File: config.mk
export PLATFORM = sky130hd
export DESIGN_NAME = linked_buffer_free_list
export DESIGN_NICKNAME = d
export VERILOG_FILES = /design/src/rtl/core/lbfl_pkg.sv /design/src/rtl/core/lbfl_ctrl.sv /design/src/rtl/core/lbfl_dp.sv /design/src/rtl/core/linked_buffer_free_list.sv
export VERILOG_INCLUDE_DIRS = /design/src /design/src/rtl/core
export SDC_FILE = /design/constraint.sdc
export NUM_CORES = 2
export LEC_CHECK = 0
export BUFFER_PORTS_ARGS = -buffer_cell sky130_fd_sc_hd__buf_4
export CAP_MARGIN = 20
export CORE_MARGIN = 3
export CORE_UTILIZATION = 35
export CTS_CLUSTER_SIZE = 28
export DETAILED_ROUTE_END_ITERATION = 8
export PLACE_DENSITY = 0.45
export SLEW_MARGIN = 20
export SYNTH_ARGS = -nofsm -noshare
export SYNTH_HDL_FRONTEND = slang
export SYNTH_SLANG_ARGS = --single-unit
File: constraint.sdc
create_clock -name i_clk -period 41.3 [get_ports i_clk]
set_input_delay 2.065 -clock i_clk [delete_from_list [all_inputs] [get_ports i_clk]]
set_output_delay 2.065 -clock i_clk [all_outputs]
set_load 0.02 [all_outputs]
File: src/rtl/core/linked_buffer_free_list_defines.svh
// Assertion macros for the linked buffer free list.
// Depends on nothing; included by the top level only.
`ifndef LINKED_BUFFER_FREE_LIST_DEFINES_SVH
`define LINKED_BUFFER_FREE_LIST_DEFINES_SVH

// Same-cycle implication, disabled while reset is asserted
`define LBFL_ASSERT_NOW(label, clk, rst_n, ante, cons) \
    label: assert property (@(posedge clk) disable iff (!(rst_n)) (ante) |-> (cons)) \
        else $error("linked buffer free list: same-cycle check failed");

// Next-cycle implication, disabled while reset is asserted
`define LBFL_ASSERT_NEXT(label, clk, rst_n, ante, cons) \
    label: assert property (@(posedge clk) disable iff (!(rst_n)) (ante) |=> (cons)) \
        else $error("linked buffer free list: next-cycle check failed");

`endif

File: src/rtl/core/lbfl_pkg.sv
// Shared types and constants for the linked buffer free list.
// Used by lbfl_ctrl, lbfl_dp and linked_buffer_free_list; depends on nothing.
package lbfl_pkg;

    localparam int NUM_BUFFERS  = 256;
    localparam int HEADER_BYTES = 20;
    localparam int POOL_DEPTH   = 256;

    localparam int IDX_W  = 8;
    localparam int CNT_W  = 9;
    localparam int CAP_W  = 16;
    localparam int SPAN_W = CAP_W + 1;
    localparam int OFF_W  = 25;
    localparam int FLT_W  = 10;
    localparam int IN_W   = 16;
    localparam int OUT_W  = 56;

    // Largest count an initialize can chain
    localparam int POOL_LIMIT_INT = (NUM_BUFFERS < POOL_DEPTH) ? NUM_BUFFERS : POOL_DEPTH;
    localparam logic [CNT_W-1:0] POOL_LIMIT = CNT_W'(POOL_LIMIT_INT);

    localparam logic [IDX_W-1:0] TAIL_RESET = IDX_W'((NUM_BUFFERS - 1) % POOL_DEPTH);

    localparam logic [CNT_W-1:0]        FREE_MAX   = 9'd256;
    localparam logic signed [FLT_W-1:0] FLIGHT_MAX = 10'sd256;
    localparam logic signed [FLT_W-1:0] FLIGHT_MIN = -10'sd256;

    localparam logic [CNT_W-1:0] COUNT_RESET    = 9'd256;
    localparam logic [CAP_W-1:0] CAPACITY_RESET = 16'd4096;

    typedef enum logic [1:0] {
        REQ_ALLOC   = 2'd0,
        REQ_RELEASE = 2'd1,
        REQ_INIT    = 2'd2,
        REQ_NOP     = 2'd3
    } t_req;

    typedef enum logic {
        CFG_BUFFER_COUNT    = 1'b0,
        CFG_BUFFER_CAPACITY = 1'b1
    } t_cfg_addr;

    typedef enum logic [1:0] {
        ST_IDLE,
        ST_SWEEP,
        ST_FINISH
    } t_state;

    // Controller to datapath
    typedef struct packed {
        logic latch;    // capture the accepted request
        logic rd_en;    // read the link of the head buffer
        logic sweep;    // write one link of the initial chain
        logic finish;   // apply the update and load the result
    } t_cmd;

    // Datapath to controller
    typedef struct packed {
        t_req in_req;        // request type on the input bus
        logic sweep_needed;  // initialize must chain two or more buffers
        logic sweep_last;    // last link of the chain is being written
        logic out_free;      // result register can take a new result
    } t_sts;

endpackage

File: src/rtl/core/lbfl_ctrl.sv
// Request sequencer for the linked buffer free list.
// Depends on lbfl_pkg; drives lbfl_dp through command and status structs.
module lbfl_ctrl (
    input  logic          i_clk,
    input  logic          i_rst_n,
    input  logic          i_s_tvalid,
    output logic          o_s_tready,
    input  lbfl_pkg::t_sts i_sts,
    output lbfl_pkg::t_cmd o_cmd
);

    lbfl_pkg::t_state r_state;
    lbfl_pkg::t_state n_state;
    logic             accept;

    assign accept = i_s_tvalid && (r_state == lbfl_pkg::ST_IDLE);

    // Next state
    always_comb begin
        n_state = r_state;
        unique case (r_state)
            lbfl_pkg::ST_IDLE: begin
                if (accept) begin
                    if ((i_sts.in_req == lbfl_pkg::REQ_INIT) && i_sts.sweep_needed) begin
                        n_state = lbfl_pkg::ST_SWEEP;
                    end else begin
                        n_state = lbfl_pkg::ST_FINISH;
                    end
                end
            end
            lbfl_pkg::ST_SWEEP: begin
                if (i_sts.sweep_last) begin
                    n_state = lbfl_pkg::ST_FINISH;
                end
            end
            lbfl_pkg::ST_FINISH: begin
                if (i_sts.out_free) begin
                    n_state = lbfl_pkg::ST_IDLE;
                end
            end
            default: n_state = lbfl_pkg::ST_IDLE;
        endcase
    end

    // Outputs
    always_comb begin
        o_cmd      = '0;
        o_s_tready = 1'b0;
        unique case (r_state)
            lbfl_pkg::ST_IDLE: begin
                o_s_tready  = 1'b1;
                o_cmd.rd_en = 1'b1;
                o_cmd.latch = accept;
            end
            lbfl_pkg::ST_SWEEP: begin
                o_cmd.sweep = 1'b1;
            end
            lbfl_pkg::ST_FINISH: begin
                o_cmd.finish = i_sts.out_free;
            end
            default: o_cmd = '0;
        endcase
    end

    always_ff @(posedge i_clk) begin
        if (!i_rst_n) begin
            r_state <= lbfl_pkg::ST_IDLE;
        end else begin
            r_state <= n_state;
        end
    end

endmodule

File: src/rtl/core/lbfl_dp.sv
// Datapath of the linked buffer free list: link memory, has-next flags,
// list registers, configuration and result register. Depends on lbfl_pkg.
module lbfl_dp (
    input  logic                          i_clk,
    input  logic                          i_rst_n,
    input  logic                          i_cfg_wr_en,
    input  logic                          i_cfg_addr,
    input  logic [lbfl_pkg::CAP_W-1:0]    i_cfg_wdata,
    input  logic [lbfl_pkg::IN_W-1:0]     i_s_tdata,
    output logic                          o_m_tvalid,
    input  logic                          i_m_tready,
    output logic [lbfl_pkg::OUT_W-1:0]    o_m_tdata,
    input  lbfl_pkg::t_cmd                i_cmd,
    output lbfl_pkg::t_sts                o_sts
);

    // Configuration
    logic [lbfl_pkg::CNT_W-1:0] r_buffer_count;
    logic [lbfl_pkg::CAP_W-1:0] r_buffer_capacity;

    // Request and list state
    lbfl_pkg::t_req                    r_req;
    logic [lbfl_pkg::IDX_W-1:0]        r_rel;
    logic [lbfl_pkg::IDX_W-1:0]        r_head;
    logic [lbfl_pkg::IDX_W-1:0]        r_tail;
    logic [lbfl_pkg::CNT_W-1:0]        r_free;
    logic signed [lbfl_pkg::FLT_W-1:0] r_flight;
    logic [lbfl_pkg::POOL_DEPTH-1:0]   r_link_valid;
    logic [lbfl_pkg::IDX_W-1:0]        r_sweep_idx;
    logic [lbfl_pkg::IDX_W-1:0]        r_rd_link;
    logic                              r_rd_valid;
    logic                              r_out_valid;
    logic [lbfl_pkg::OUT_W-1:0]        r_out_data;

    logic [lbfl_pkg::IDX_W-1:0] mem_link [lbfl_pkg::POOL_DEPTH];

    logic [lbfl_pkg::IDX_W-1:0]        n_head;
    logic [lbfl_pkg::IDX_W-1:0]        n_tail;
    logic [lbfl_pkg::CNT_W-1:0]        n_free;
    logic signed [lbfl_pkg::FLT_W-1:0] n_flight;

    logic                         alloc_refuse;
    logic                         init_ok;
    logic [lbfl_pkg::CNT_W-1:0]   cnt_clamp;
    logic [lbfl_pkg::SPAN_W-1:0]  span;
    logic [lbfl_pkg::OFF_W-1:0]   grant_off;
    logic                         out_status;
    logic [lbfl_pkg::IDX_W-1:0]   out_idx;
    logic [lbfl_pkg::OFF_W-1:0]   out_off;
    logic                         mem_we;
    logic [lbfl_pkg::IDX_W-1:0]   mem_waddr;
    logic [lbfl_pkg::IDX_W-1:0]   mem_wdata;

    // Configuration writes keep only each register's width
    always_ff @(posedge i_clk) begin
        if (!i_rst_n) begin
            r_buffer_count    <= lbfl_pkg::COUNT_RESET;
            r_buffer_capacity <= lbfl_pkg::CAPACITY_RESET;
        end else if (i_cfg_wr_en) begin
            unique case (lbfl_pkg::t_cfg_addr'(i_cfg_addr))
                lbfl_pkg::CFG_BUFFER_COUNT:
                    r_buffer_count <= i_cfg_wdata[lbfl_pkg::CNT_W-1:0];
                lbfl_pkg::CFG_BUFFER_CAPACITY:
                    r_buffer_capacity <= i_cfg_wdata;
                default: r_buffer_count <= r_buffer_count;
            endcase
        end
    end

    // Decode checks
    always_comb begin
        init_ok   = (r_buffer_count != '0) && (r_buffer_capacity != '0);
        cnt_clamp = (r_buffer_count > lbfl_pkg::POOL_LIMIT) ? lbfl_pkg::POOL_LIMIT
                                                            : r_buffer_count;
        alloc_refuse = (r_free <= 9'd1)
                    || ({1'b0, r_head} >= r_buffer_count)
                    || !r_rd_valid;
        span      = lbfl_pkg::SPAN_W'(r_buffer_capacity)
                  + lbfl_pkg::SPAN_W'(lbfl_pkg::HEADER_BYTES);
        grant_off = lbfl_pkg::OFF_W'(r_head) * lbfl_pkg::OFF_W'(span);
    end

    assign o_sts.in_req       = lbfl_pkg::t_req'(i_s_tdata[1:0]);
    assign o_sts.sweep_needed = init_ok && (cnt_clamp >= 9'd2);
    assign o_sts.sweep_last   = ({1'b0, r_sweep_idx} == (cnt_clamp - 9'd2));
    assign o_sts.out_free     = !r_out_valid || i_m_tready;

    // Next list state and result fields
    always_comb begin
        n_head     = r_head;
        n_tail     = r_tail;
        n_free     = r_free;
        n_flight   = r_flight;
        out_status = 1'b0;
        out_idx    = '0;
        out_off    = '0;
        unique case (r_req)
            lbfl_pkg::REQ_ALLOC: begin
                if (alloc_refuse) begin
                    out_status = 1'b1;
                end else begin
                    n_head  = r_rd_link;
                    n_free  = r_free - 9'd1;
                    out_idx = r_head;
                    out_off = grant_off;
                    if (r_flight < lbfl_pkg::FLIGHT_MAX) begin
                        n_flight = r_flight + 10'sd1;
                    end
                end
            end
            lbfl_pkg::REQ_RELEASE: begin
                n_tail = r_rel;
                if (r_free < lbfl_pkg::FREE_MAX) begin
                    n_free = r_free + 9'd1;
                end
                if (r_flight > lbfl_pkg::FLIGHT_MIN) begin
                    n_flight = r_flight - 10'sd1;
                end
            end
            lbfl_pkg::REQ_INIT: begin
                if (init_ok) begin
                    n_head   = '0;
                    n_tail   = lbfl_pkg::IDX_W'(cnt_clamp - 9'd1);
                    n_free   = cnt_clamp;
                    n_flight = '0;
                end
            end
            lbfl_pkg::REQ_NOP: begin
                n_head = r_head;
            end
            default: n_head = r_head;
        endcase
    end

    // Link memory write port: chain sweep or release
    always_comb begin
        mem_we    = 1'b0;
        mem_waddr = r_sweep_idx;
        mem_wdata = r_sweep_idx + 8'd1;
        if (i_cmd.sweep) begin
            mem_we = 1'b1;
        end else if (i_cmd.finish && (r_req == lbfl_pkg::REQ_RELEASE)) begin
            mem_we    = 1'b1;
            mem_waddr = r_tail;
            mem_wdata = r_rel;
        end
    end

    // Read the link and the has-next flag of the head buffer
    always_ff @(posedge i_clk) begin
        if (mem_we) begin
            mem_link[mem_waddr] <= mem_wdata;
        end
        if (i_cmd.rd_en) begin
            r_rd_link  <= mem_link[r_head];
            r_rd_valid <= r_link_valid[r_head];
        end
    end

    // Capture request, step the sweep
    always_ff @(posedge i_clk) begin
        if (i_cmd.latch) begin
            r_req <= lbfl_pkg::t_req'(i_s_tdata[1:0]);
            r_rel <= i_s_tdata[9:2];
        end
    end

    always_ff @(posedge i_clk) begin
        if (!i_rst_n) begin
            r_sweep_idx <= '0;
        end else if (i_cmd.latch) begin
            r_sweep_idx <= '0;
        end else if (i_cmd.sweep) begin
            r_sweep_idx <= r_sweep_idx + 8'd1;
        end
    end

    // List registers
    always_ff @(posedge i_clk) begin
        if (!i_rst_n) begin
            r_head   <= '0;
            r_tail   <= lbfl_pkg::TAIL_RESET;
            r_free   <= '0;
            r_flight <= '0;
        end else if (i_cmd.finish) begin
            r_head   <= n_head;
            r_tail   <= n_tail;
            r_free   <= n_free;
            r_flight <= n_flight;
        end
    end

    // Has-next flags: set one per sweep cycle, at most one update per request
    always_ff @(posedge i_clk) begin
        if (!i_rst_n) begin
            r_link_valid <= '0;
        end else if (i_cmd.sweep) begin
            r_link_valid[r_sweep_idx] <= 1'b1;
        end else if (i_cmd.finish) begin
            unique case (r_req)
                lbfl_pkg::REQ_ALLOC: begin
                    if (!alloc_refuse) begin
                        r_link_valid[r_head] <= 1'b0;
                    end
                end
                lbfl_pkg::REQ_RELEASE: begin
                    r_link_valid[r_tail] <= 1'b1;
                end
                lbfl_pkg::REQ_INIT: begin
                    if (init_ok) begin
                        r_link_valid[lbfl_pkg::IDX_W'(cnt_clamp - 9'd1)] <= 1'b0;
                    end
                end
                lbfl_pkg::REQ_NOP: ;
                default: ;
            endcase
        end
    end

    // Result register
    always_ff @(posedge i_clk) begin
        if (!i_rst_n) begin
            r_out_valid <= 1'b0;
        end else if (i_cmd.finish) begin
            r_out_valid <= 1'b1;
        end else if (i_m_tready) begin
            r_out_valid <= 1'b0;
        end
    end

    always_ff @(posedge i_clk) begin
        if (i_cmd.finish) begin
            r_out_data <= {3'b000, n_flight, n_free, out_off, out_idx, out_status};
        end
    end

    assign o_m_tvalid = r_out_valid;
    assign o_m_tdata  = r_out_data;

endmodule

File: src/rtl/core/linked_buffer_free_list.sv
// Linked buffer free list, top level: sequencer plus datapath.
// Depends on lbfl_pkg, lbfl_ctrl, lbfl_dp and linked_buffer_free_list_defines.svh.
//
// Usage:
//   Requests arrive on the slave stream (allocate, release, initialize);
//   each produces exactly one result on the master stream with status,
//   granted index and byte offset, free count and outstanding count.
//   Allocate and release pass through an accept step, which reads the head's
//   link and has-next flag, and an update step, which updates the list and
//   loads the result register. Initialize passes through the accept step, a
//   sweep that writes the links of the chain one by one and the update step;
//   the sweep is skipped when it chains one buffer or none.
//   One request is handled at a time; the slave side is ready again as soon
//   as the result is loaded, so a waiting result does not block the next
//   request. If the receiver stalls, a finished request waits in place
//   until the result register empties.
//   Configuration registers (buffer_count, buffer_capacity) must be written
//   via the cfg port while no request is in progress; not enforced by the block.
//   Reset is synchronous: the list is empty (free count zero) until an
//   initialize request; configuration returns to 256 buffers of 4096 bytes.
`include "linked_buffer_free_list_defines.svh"

module linked_buffer_free_list (
    input  logic                       i_clk,
    input  logic                       i_rst_n,
    // cfg: index 0 buffer_count, index 1 buffer_capacity
    input  logic                       i_cfg_wr_en,
    input  logic                       i_cfg_addr,
    input  logic [lbfl_pkg::CAP_W-1:0] i_cfg_wdata,
    input  logic                       i_s_tvalid,
    output logic                       o_s_tready,
    // tdata: req_type[1:0], release_index[9:2], zero fill [15:10]
    input  logic [lbfl_pkg::IN_W-1:0]  i_s_tdata,
    output logic                       o_m_tvalid,
    input  logic                       i_m_tready,
    // tdata: status[0], granted_index[8:1], granted_offset[33:9],
    //        free_count[42:34], outstanding[52:43], zero fill [55:53]
    output logic [lbfl_pkg::OUT_W-1:0] o_m_tdata
);

    lbfl_pkg::t_cmd cmd;
    lbfl_pkg::t_sts sts;

    logic signed [lbfl_pkg::FLT_W-1:0] out_flight;
    logic                              flight_ok;

    lbfl_ctrl u_ctrl (
        .i_clk      (i_clk),
        .i_rst_n    (i_rst_n),
        .i_s_tvalid (i_s_tvalid),
        .o_s_tready (o_s_tready),
        .i_sts      (sts),
        .o_cmd      (cmd)
    );

    lbfl_dp u_dp (
        .i_clk       (i_clk),
        .i_rst_n     (i_rst_n),
        .i_cfg_wr_en (i_cfg_wr_en),
        .i_cfg_addr  (i_cfg_addr),
        .i_cfg_wdata (i_cfg_wdata),
        .i_s_tdata   (i_s_tdata),
        .o_m_tvalid  (o_m_tvalid),
        .i_m_tready  (i_m_tready),
        .o_m_tdata   (o_m_tdata),
        .i_cmd       (cmd),
        .o_sts       (sts)
    );

    // Outstanding field of the result and its range check
    assign out_flight = o_m_tdata[52:43];
    assign flight_ok  = (out_flight >= lbfl_pkg::FLIGHT_MIN)
                     && (out_flight <= lbfl_pkg::FLIGHT_MAX);

    // One request in progress at a time
    `LBFL_ASSERT_NEXT(a_one_at_a_time, i_clk, i_rst_n, i_s_tvalid && o_s_tready, !o_s_tready)
    // Free count never passes the pool size
    `LBFL_ASSERT_NOW(a_free_bound, i_clk, i_rst_n, o_m_tvalid, o_m_tdata[42:34] <= 9'd256)
    // Outstanding count stays within its saturation limits
    `LBFL_ASSERT_NOW(a_flight_bound, i_clk, i_rst_n, o_m_tvalid, flight_ok)
    // A refused allocate grants nothing
    `LBFL_ASSERT_NOW(a_refuse_zero, i_clk, i_rst_n, o_m_tvalid && o_m_tdata[0], o_m_tdata[33:1] == 33'd0)

endmodule

# [Word-level counts from Yosys, hierarchy flattened]
# Memory sizes are Yosys's and may differ from the RTL's. A register that Yosys moved wholly into a read port is not among the register bits.
# Cells that the tools add are included.
[word_totals] wordCells=144 regBits=391 memories=1 input_bits=38 rom_bits=0 output_inout_bits=58 ram_bits=2048 latchBits=0
[mem_list] name="u_dp.mem_link" depth=256 word_bits=8 rd=1 rd_ports_with_merged_regs=1 wr=1 line="lbfl_dp.sv:35" source="logic [lbfl_pkg::IDX_W-1:0] mem_link [lbfl_pkg::POOL_DEPTH];"
[op_classes] bitwise_logic=9 addsub=8 shifts=0 div_mod_pow=0 mux=50 reduce_logical=31 multipliers=1 eq_ne=13 n_lt_le_gt_ge=15
[ops] operator="$mux 256" n=4
[ops] operator="$pmux 256 s3" n=1
[ops] operator="$and 256x256->256" n=2
[ops] operator="$not 256->256" n=2
[ops] operator="$or 256x256->256" n=2
[ops] operator="$mux 8" n=7
[ops] operator="$mux 10" n=4
[ops] operator="$lt 8x9->1 const B" n=4
[ops] operator="$mux 9" n=4
[ops] operator="$demux 1 s8" n=4
[ops] operator="$ge 8x1->1 const B" n=4
[ops] operator="$pmux 8 s2" n=2
[ops] operator="$pmux 10 s3" n=1
[ops] operator="$pmux 9 s3" n=1
[ops] operator="$mul 8x17->25" n=1
[ops] operator="$add 16x5->17 const B" n=1
[ops] operator="$reduce_bool 16->1" n=1
[ops] operator="$mux 1" n=15
[ops] operator="$add 10x2->10 const B" n=1
[ops] operator="$gt 10x9->1 const B" n=1
[ops] operator="$lt 10x10->1 const B" n=1
[ops] operator="$mux 2" n=5
[ops] operator="$sub 10x2->10 const B" n=1
[ops] operator="$add 9x1->9 const B" n=1
[ops] operator="other kinds (30)" n=57

# [Longest topological paths before layout]
[depth] depth_word=13 ltp_mapped=24 ltp_nobuf=20

# [Cells and area by module]
# Synthesis repeated with hierarchy kept, for this count alone.
[unflattened] cells_unflattened=7822 hier_area_um2=111738.4
[modules_own_cells] mod="lbfl_dp" cells_each=7806 area_each_um2=111610.8 seq_area_each_um2=70167.3 instances=1
[modules_own_cells] mod="lbfl_ctrl" cells_each=16 area_each_um2=127.6 seq_area_each_um2=40.0 instances=1

# [Least setup slack after synthesis]
# OpenSTA, ideal clock, no wires.
[synth_timing] kind="input to register" startpoint="in i_m_tready" endpoint="mem u_dp.mem_link[0][5] in the netlist's numbering (data pin)" path_buffers=3 setup_time_ps=2187 arrival_ps=13014 stages=7 slack_ps=26099 required_ps=39113 cell_sequence="nand2b_1 > nand2b_1 > clkbuf_1 > nor2_1 > clkbuf_1 > buf_1 > o21ai_0"
[synth_via] elab_chain_cells=5
[synth_lines] item="from (decl)" line="linked_buffer_free_list.sv:35" source="input logic i_m_tready,"
[synth_lines] item="$logic_or 1x1->1" line="lbfl_dp.sv:86" source="assign o_sts.out_free = !r_out_valid || i_m_tready;"
[synth_lines] item="$mux 1" line="lbfl_ctrl.sv:49" source="unique case (r_state)"
[synth_lines] item="$logic_and 1x1->1" line="lbfl_dp.sv:142" source="end else if (i_cmd.finish && (r_req == lbfl_pkg::REQ_RELEASE)) begin"
[synth_lines] item="$mux 8" line="lbfl_dp.sv:142"
[synth_lines] item="$mux 8" line="lbfl_dp.sv:140" source="if (i_cmd.sweep) begin"
[synth_lines] item="via u_dp.mem_wdata (one bit)" line="lbfl_dp.sv:52" source="logic [lbfl_pkg::IDX_W-1:0] mem_wdata;"
[synth_lines] item="to (decl)" line="lbfl_dp.sv:35"
# The timed path passes the listed nets, and every way through them passes these cells.

# [Worst setup path after layout]
[layout_timing] startpoint="reg u_dp.r_buffer_capacity[2] in the netlist's numbering" endpoint="reg u_dp.r_out_data, in the netlist u_dp.o_m_tdata[33] (data pin)"
[layout_via] elab_chain_cells=2
[layout_lines] item="from (decl)" line="lbfl_dp.sv:19" source="logic [lbfl_pkg::CAP_W-1:0] r_buffer_capacity;"
[layout_lines] item="from (signal assigned)" line="lbfl_dp.sv:58" source="r_buffer_capacity <= lbfl_pkg::CAPACITY_RESET;"
[layout_lines] item="from (signal assigned)" line="lbfl_dp.sv:64" source="r_buffer_capacity <= i_cfg_wdata;"
[layout_lines] item="$add 16x5->17" line="lbfl_dp.sv:79" source="+ lbfl_pkg::SPAN_W'(lbfl_pkg::HEADER_BYTES);"
[layout_lines] item="$mul 8x17->25" line="lbfl_dp.sv:80" source="grant_off = lbfl_pkg::OFF_W'(r_head) * lbfl_pkg::OFF_W'(span);"
[layout_lines] item="to (signal assigned)" line="lbfl_dp.sv:233" source="r_out_data <= {3'b000, n_flight, n_free, out_off, out_idx, out_status};"
[layout_lines] item="to (decl)" line="lbfl_dp.sv:33" source="logic [lbfl_pkg::OUT_W-1:0] r_out_data;"
# No other way between the ends.
# A chain may end at the register's enable or synchronous reset.

==> reports/results.env <==
RUN_STATUS='completed'
REG2REG_SETUP_SLACK_NS=34.50
CRIT_REG_REG_ENDPOINT='u_dp.o_m_tdata[33]$_SDFFCE_PP0P_'
TIMING.CRITICAL_PATH.MAX_DELAY_FAMILY='adder cells'
SYNTH_AREA_MM2=0.1090
NUMBER_OF_ANTENNA_VIOLATIONS_AT_THE_FIRST_CHECK_IN_GLOBAL_ROUTING=13
GRT_START_MAX_NET_PINS=230
SYN_AREA_PER_CELL_UM2=15.45
RSZ0062_AT_GRT='no'
CP_REQUIRED_NS=41.89
INITIAL_CORE_UTIL=0.3524
DOMINANTREGCELLSYNTH='edfxtp_1'
TIMING.CRITICAL_PATH.BUF_INV=2
FINAL_TNS_SETUP_NS=0
WORST_SLEW_PIN_SLEW_NS=1.276
CTS_INSERTED_BUFFERS=280
POWER.INTERNAL_mW=4.234
WORST_REG_TO_REG_PATH_CELL_COUNT=19
CRIT_PATH_FREQUENT_CELL='fa_1'
CTS_RESIZED=0
PLACE_CONGESTION=0.8656
WORSTPATHCELLLIST='ha_1, o21ai_0, xor2_1, nor2b_1, fa_1, inv_1, fa_1, inv_1, fa_1, fa_1, ha_1, nor3_1, o2111ai_1, nand2_1, o21ai_0, a221oi_1, o31ai_1, xnor2_1, nor2_1'
CLOCK_POWER_SHARE=0.437
POST-ROUTE-PERIOD-UTIL=0.1646
FINAL_HOLD_VIOL_COUNT=0
SYNTH_ASYNC_SR_FLOP_SHARE=0
TIMING.HOLD.WORST.START='u_dp.r_buffer_count[2]$_SDFFE_PN0P_'
DETAIL_ROUTE.ITER0.VIOLATIONS=8564
NUMBER_OF_STAGES_ON_THE_WORST_HOLD_PATH=2
SYNTH.DISTINCT_CELLS=85
MAXCAPVIOLATIONS=0
PATH_MAX_FANOUT=9
POWER.COMBINATIONAL.FRACTION=0.067
POSTSYNTHCELLCOUNT=7056
DIE_WIDTH_UM=564.1
REPORT.FINAL.SETUP_VIOL=0
SWITCHING_SHARE=0.2380
CLOCKROOTBUFFER='clkbuf_16'
POSTCTSSETUPBUFFERS=0
YOSYSWARNINGS=0
STARTPOINT_OF_THE_WORST_REGISTER_TO_REGISTER_PATH='u_dp.r_buffer_capacity[2]$_SDFFE_PN0P_'
FIRST_GLOBAL_VIAS=67290
FINALCRITICALPERIOD_NS=6.797
H-TREE-DEPTH=5
IO_BUFFERS=86
CRIT_PATH_MAX_INCR_DELAY_NS=0.81
FINAL_CORE_UTIL=0.3972
POST_DRT_WL_PER_CELL_UM=31.95
CTS.HOLD.BUFFERS_ADDED=0
GRTUSAGETOTAL=0.2223
GRT_OVERFLOW=0
DETAIL_ROUTE.WIRELENGTH_UM=361800
SWITCHINGPOWER_mW=1.323
HOLDCRITPATHCLASS='flop to flop'
DETAIL_ROUTE.FIRST_PASS.ITERATIONS=6
CLK_TRANSITION_REPORTED_PATHS_NS=0.06
CTS_BUFFER_DEPTH=4
CORE_AREA_MM2=0.3094
POWER.STATIC_LEAKAGE_nW=36.67
SYNTH_EDF_COUNT=2120
CRITPATHARRIVALTIME_NS=7.39
CRITICALPATHCATEGORY='flop to flop'
LAYOUT_SKEW_NS=0.07108
DRV_SLEW=0
FMAX_MHz=147.1
DP_HPWL_UM=211500
TIMING.CRITICAL_PATH.FROM_TYPE='flop'
AREA_GROWTH_SYN_TO_LAYOUT_PCT=12.72
SYNTH_SEQ_AREA_SHARE=0.6440
GRT_FIRST_PASS_WIRELENGTH_UM=513100
SYNTH_SEQ_CELLS=2447
DETAIL_ROUTE.DRC_VIOLATIONS=0
FILLCELLCOUNT=28460
CP-END-KIND='flop'
CRITICAL_PATH.SLOWEST_CELL='xor2_1'
VIA_PER_INST=5.992
FLOORPLAN.ROWS=204
POSTROUTEANTENNANETS=0
MAXSLEWHEADROOM=0.1493
VIAS=67840
SHARE_SEQ_OF_TOTAL_POWER=0.496
CLKLATENCYLATEPIN_NS=0.92
POWER-PER-CELL-AREA_mW_PER_MM2=45.22
WORSTHOLDENDPOINT='u_dp.r_buffer_count[2]$_SDFFE_PN0P_'
CHIPHEIGHT_UM=564.1
IR_DROP_V=0.00002766
DIE_AREA_MM2=0.3182
LAYOUT-DRIVE-GT1-SHARE=0.1865
FLOORPLAN.IO_PINS=96
CLOCK-SINKS=2447
CTS_TREE='built'
DESIGN.FINAL.NETS=7187
flip-flops by register name, indices dropped and copies added, names as in the netlist:
register and cells:
u_dp.mem_link 2048, u_dp.r_link_valid 256, u_dp.o_m_tdata 53, u_dp.r_buffer_capacity 16
u_dp.r_flight 10, u_dp.r_buffer_count 9, u_dp.r_free 9, u_dp.r_head 8
u_dp.r_rd_link 8, u_dp.r_rel 8, u_dp.r_sweep_idx 8, u_dp.r_tail 8
u_ctrl.r_state 2, u_dp.r_req 2, u_dp.o_m_tvalid 1, u_dp.r_rd_valid 1
cells in the mapped netlist, types with 10 or more instances:
library cell	number	share of area
clkbuf_1	392	0.013
a221oi_1	42	0.0034
buf_1	50	0.0017
nor2_1	656	0.023
dfxtp_1	327	0.060
mux2i_1	46	0.0042
nor4_1	19	0.0011
o221ai_1	268	0.022
xor2_1	29	0.0023
xnor2_1	25	0.0020
nand4_1	19	0.0011
a211oi_1	271	0.019
mux4_2	630	0.13
o21a_1	10	0.00069
nand2b_1	44	0.0025
and3_1	24	0.0014
nor2b_1	109	0.0063
a22oi_1	80	0.0055
edfxtp_1	2120	0.58
a311oi_1	258	0.021
nand3_1	99	0.0045
ha_1	76	0.0087
buf_2	99	0.0045
a21oi_1	123	0.0056
o22ai_1	21	0.0012
nand2_1	299	0.010
a31oi_1	12	0.00069
o31ai_1	16	0.0011
buf_6	15	0.0015
fa_1	90	0.017
nor3_1	64	0.0029
o21ai_0	326	0.015
inv_1	133	0.0046
and2_1	53	0.0030
a22o_1	38	0.0031
buf_4	40	0.0028
a21o_1	11	0.00076
final cells by class:
type | instances | area [µm²] | area share
Antenna cell | 8 | 20.02 | 0.0001629
Clock buffer | 352 | 7485 | 0.06091
Clock inverter | 141 | 1361 | 0.01108
Inverter | 138 | 525.5 | 0.004277
Multi-Input combinational cell | 3877 | 36070 | 0.2936
Sequential cell | 2447 | 70230 | 0.5715
Tap cell | 4120 | 5155 | 0.04195
Timing Repair Buffer | 239 | 2032 | 0.01654
metal layers:
metal / up-vias / track usage / wire length, µm
met5: - / 0 / 0
met1: 35820 / 0.3188 / 157100
met3: 622 / 0.03954 / 27100
met2: 2958 / 0.3439 / 165500
met4: 0 / 0.06946 / 12020
li1: 28440 / - / -
power groups by stage:
| stage | logic, mW | clock network (mW) | registers (mW) |
|---|---|---|---|
| final | 0.372 | 2.43 | 2.76 |
| after global routing | 0.398 | 2.58 | 2.76 |
| after CTS | 0.371 | 2.49 | 2.75 |
| after detailed placement | 0.370 | 0 | 2.80 |
| after global placement | 0.363 | 0 | 2.80 |
| after floorplan | 0.237 | 0 | 2.81 |
cells in the final DEF (no fill, tap or decap), types with 17 or more instances in the layout:
cell type  netlist  layout
xnor2_1         25      24
nor2b_1        109     107
nand4_1         19      19
ha_1            76      75
a211oi_1       271     270
clkbuf_16        0     286
clkbuf_1       392      58
mux4_2         630     630
xor2_1          29      29
inv_1          133     132
nand2_1        299     282
fa_1            90      90
buf_4           40     219
dfxtp_1        327     319
and3_1          24      23
a21oi_1        123     122
a311oi_1       258     258
o21ai_0        326     319
o221ai_1       268     268
nor3_1          64      56
nand3_1         99      96
a22o_1          38      38
a22oi_1         80      80
a221oi_1        42      42
mux2i_1         46      46
and2_1          53      51
nor2_1         656     650
nand2b_1        44      43
edfxtp_1      2120    2120
buf_12           0      17
o22ai_1         21      21
clkinv_1         4      61
clkinv_2         0      39
worst reg2reg max path, stage by stage, from the launching register on:
cell and delay (ns):
dfxtp_1 0.55, ha_1 0.27, o21ai_0 0.11, xor2_1 0.81, nor2b_1 0.17, fa_1 0.58, inv_1 0.06, fa_1 0.54
inv_1 0.05, fa_1 0.39, fa_1 0.50, ha_1 0.26, nor3_1 0.21, o2111ai_1 0.18, nand2_1 0.14, o21ai_0 0.21
a221oi_1 0.78, o31ai_1 0.23, xnor2_1 0.43, nor2_1 0.08
how the worst max path moves through the flow:
| stage | cells past startpoint | endpoint | startpoint |
|---|---|---|---|
| floorplan | 7 | u_dp.mem_link[0][5]$_DFFE_PP_ | i_m_tready |
| global placement | 12 | u_dp.r_link_valid[87]$_SDFFE_PN0P_ | i_m_tready |
| detailed placement | 12 | u_dp.r_link_valid[86]$_SDFFE_PN0P_ | i_m_tready |
| CTS | 18 | u_dp.o_m_tdata[33]$_SDFFCE_PP0P_ | u_dp.r_buffer_capacity[2]$_SDFFE_PN0P_ |
| global route | 18 | u_dp.o_m_tdata[33]$_SDFFCE_PP0P_ | u_dp.r_buffer_capacity[2]$_SDFFE_PN0P_ |
| finish | 19 | u_dp.o_m_tdata[33]$_SDFFCE_PP0P_ | u_dp.r_buffer_capacity[2]$_SDFFE_PN0P_ |
through the flow:
stage | cell area [µm²] | hold slack [ns] | instances | worst slack [ns] | total power, mW
after CTS | 122800 | 0.5395 | 11310 | 34.42 | 5.609
after global placement | 113900 | 0.5149 | 10820 | 33.99 | 3.166
after global routing | 122900 | 0.5591 | 11320 | 34.02 | 5.735
after floorplan | 109000 | 0.4658 | 7058 | 26.10 | 3.042
final | 122900 | 0.5431 | 11320 | 34.50 | 5.557
after detailed placement | 113900 | 0.5263 | 10820 | 33.84 | 3.174
cell families (layout without fill, tap and decap cells):
| kind of cell | count (synthesis) | after routing | synth area share |
|---|---|---|---|
| buffers and inverters | 734 | 870 | 0.02882 |
| AO/OA/AOI/OAI | 1550 | 1550 | 0.1042 |
| other | 1 | 11 | 0.00003440 |
| AND/OR/NAND/NOR | 1422 | 1422 | 0.05828 |
| XOR/XNOR | 54 | 54 | 0.004339 |
| multiplexers | 682 | 682 | 0.1350 |
| adder cells (fa/ha/maj) | 166 | 166 | 0.02525 |
| flip-flops | 2447 | 2447 | 0.6440 |
No activity file was read; power rests on OpenSTA's default activity.
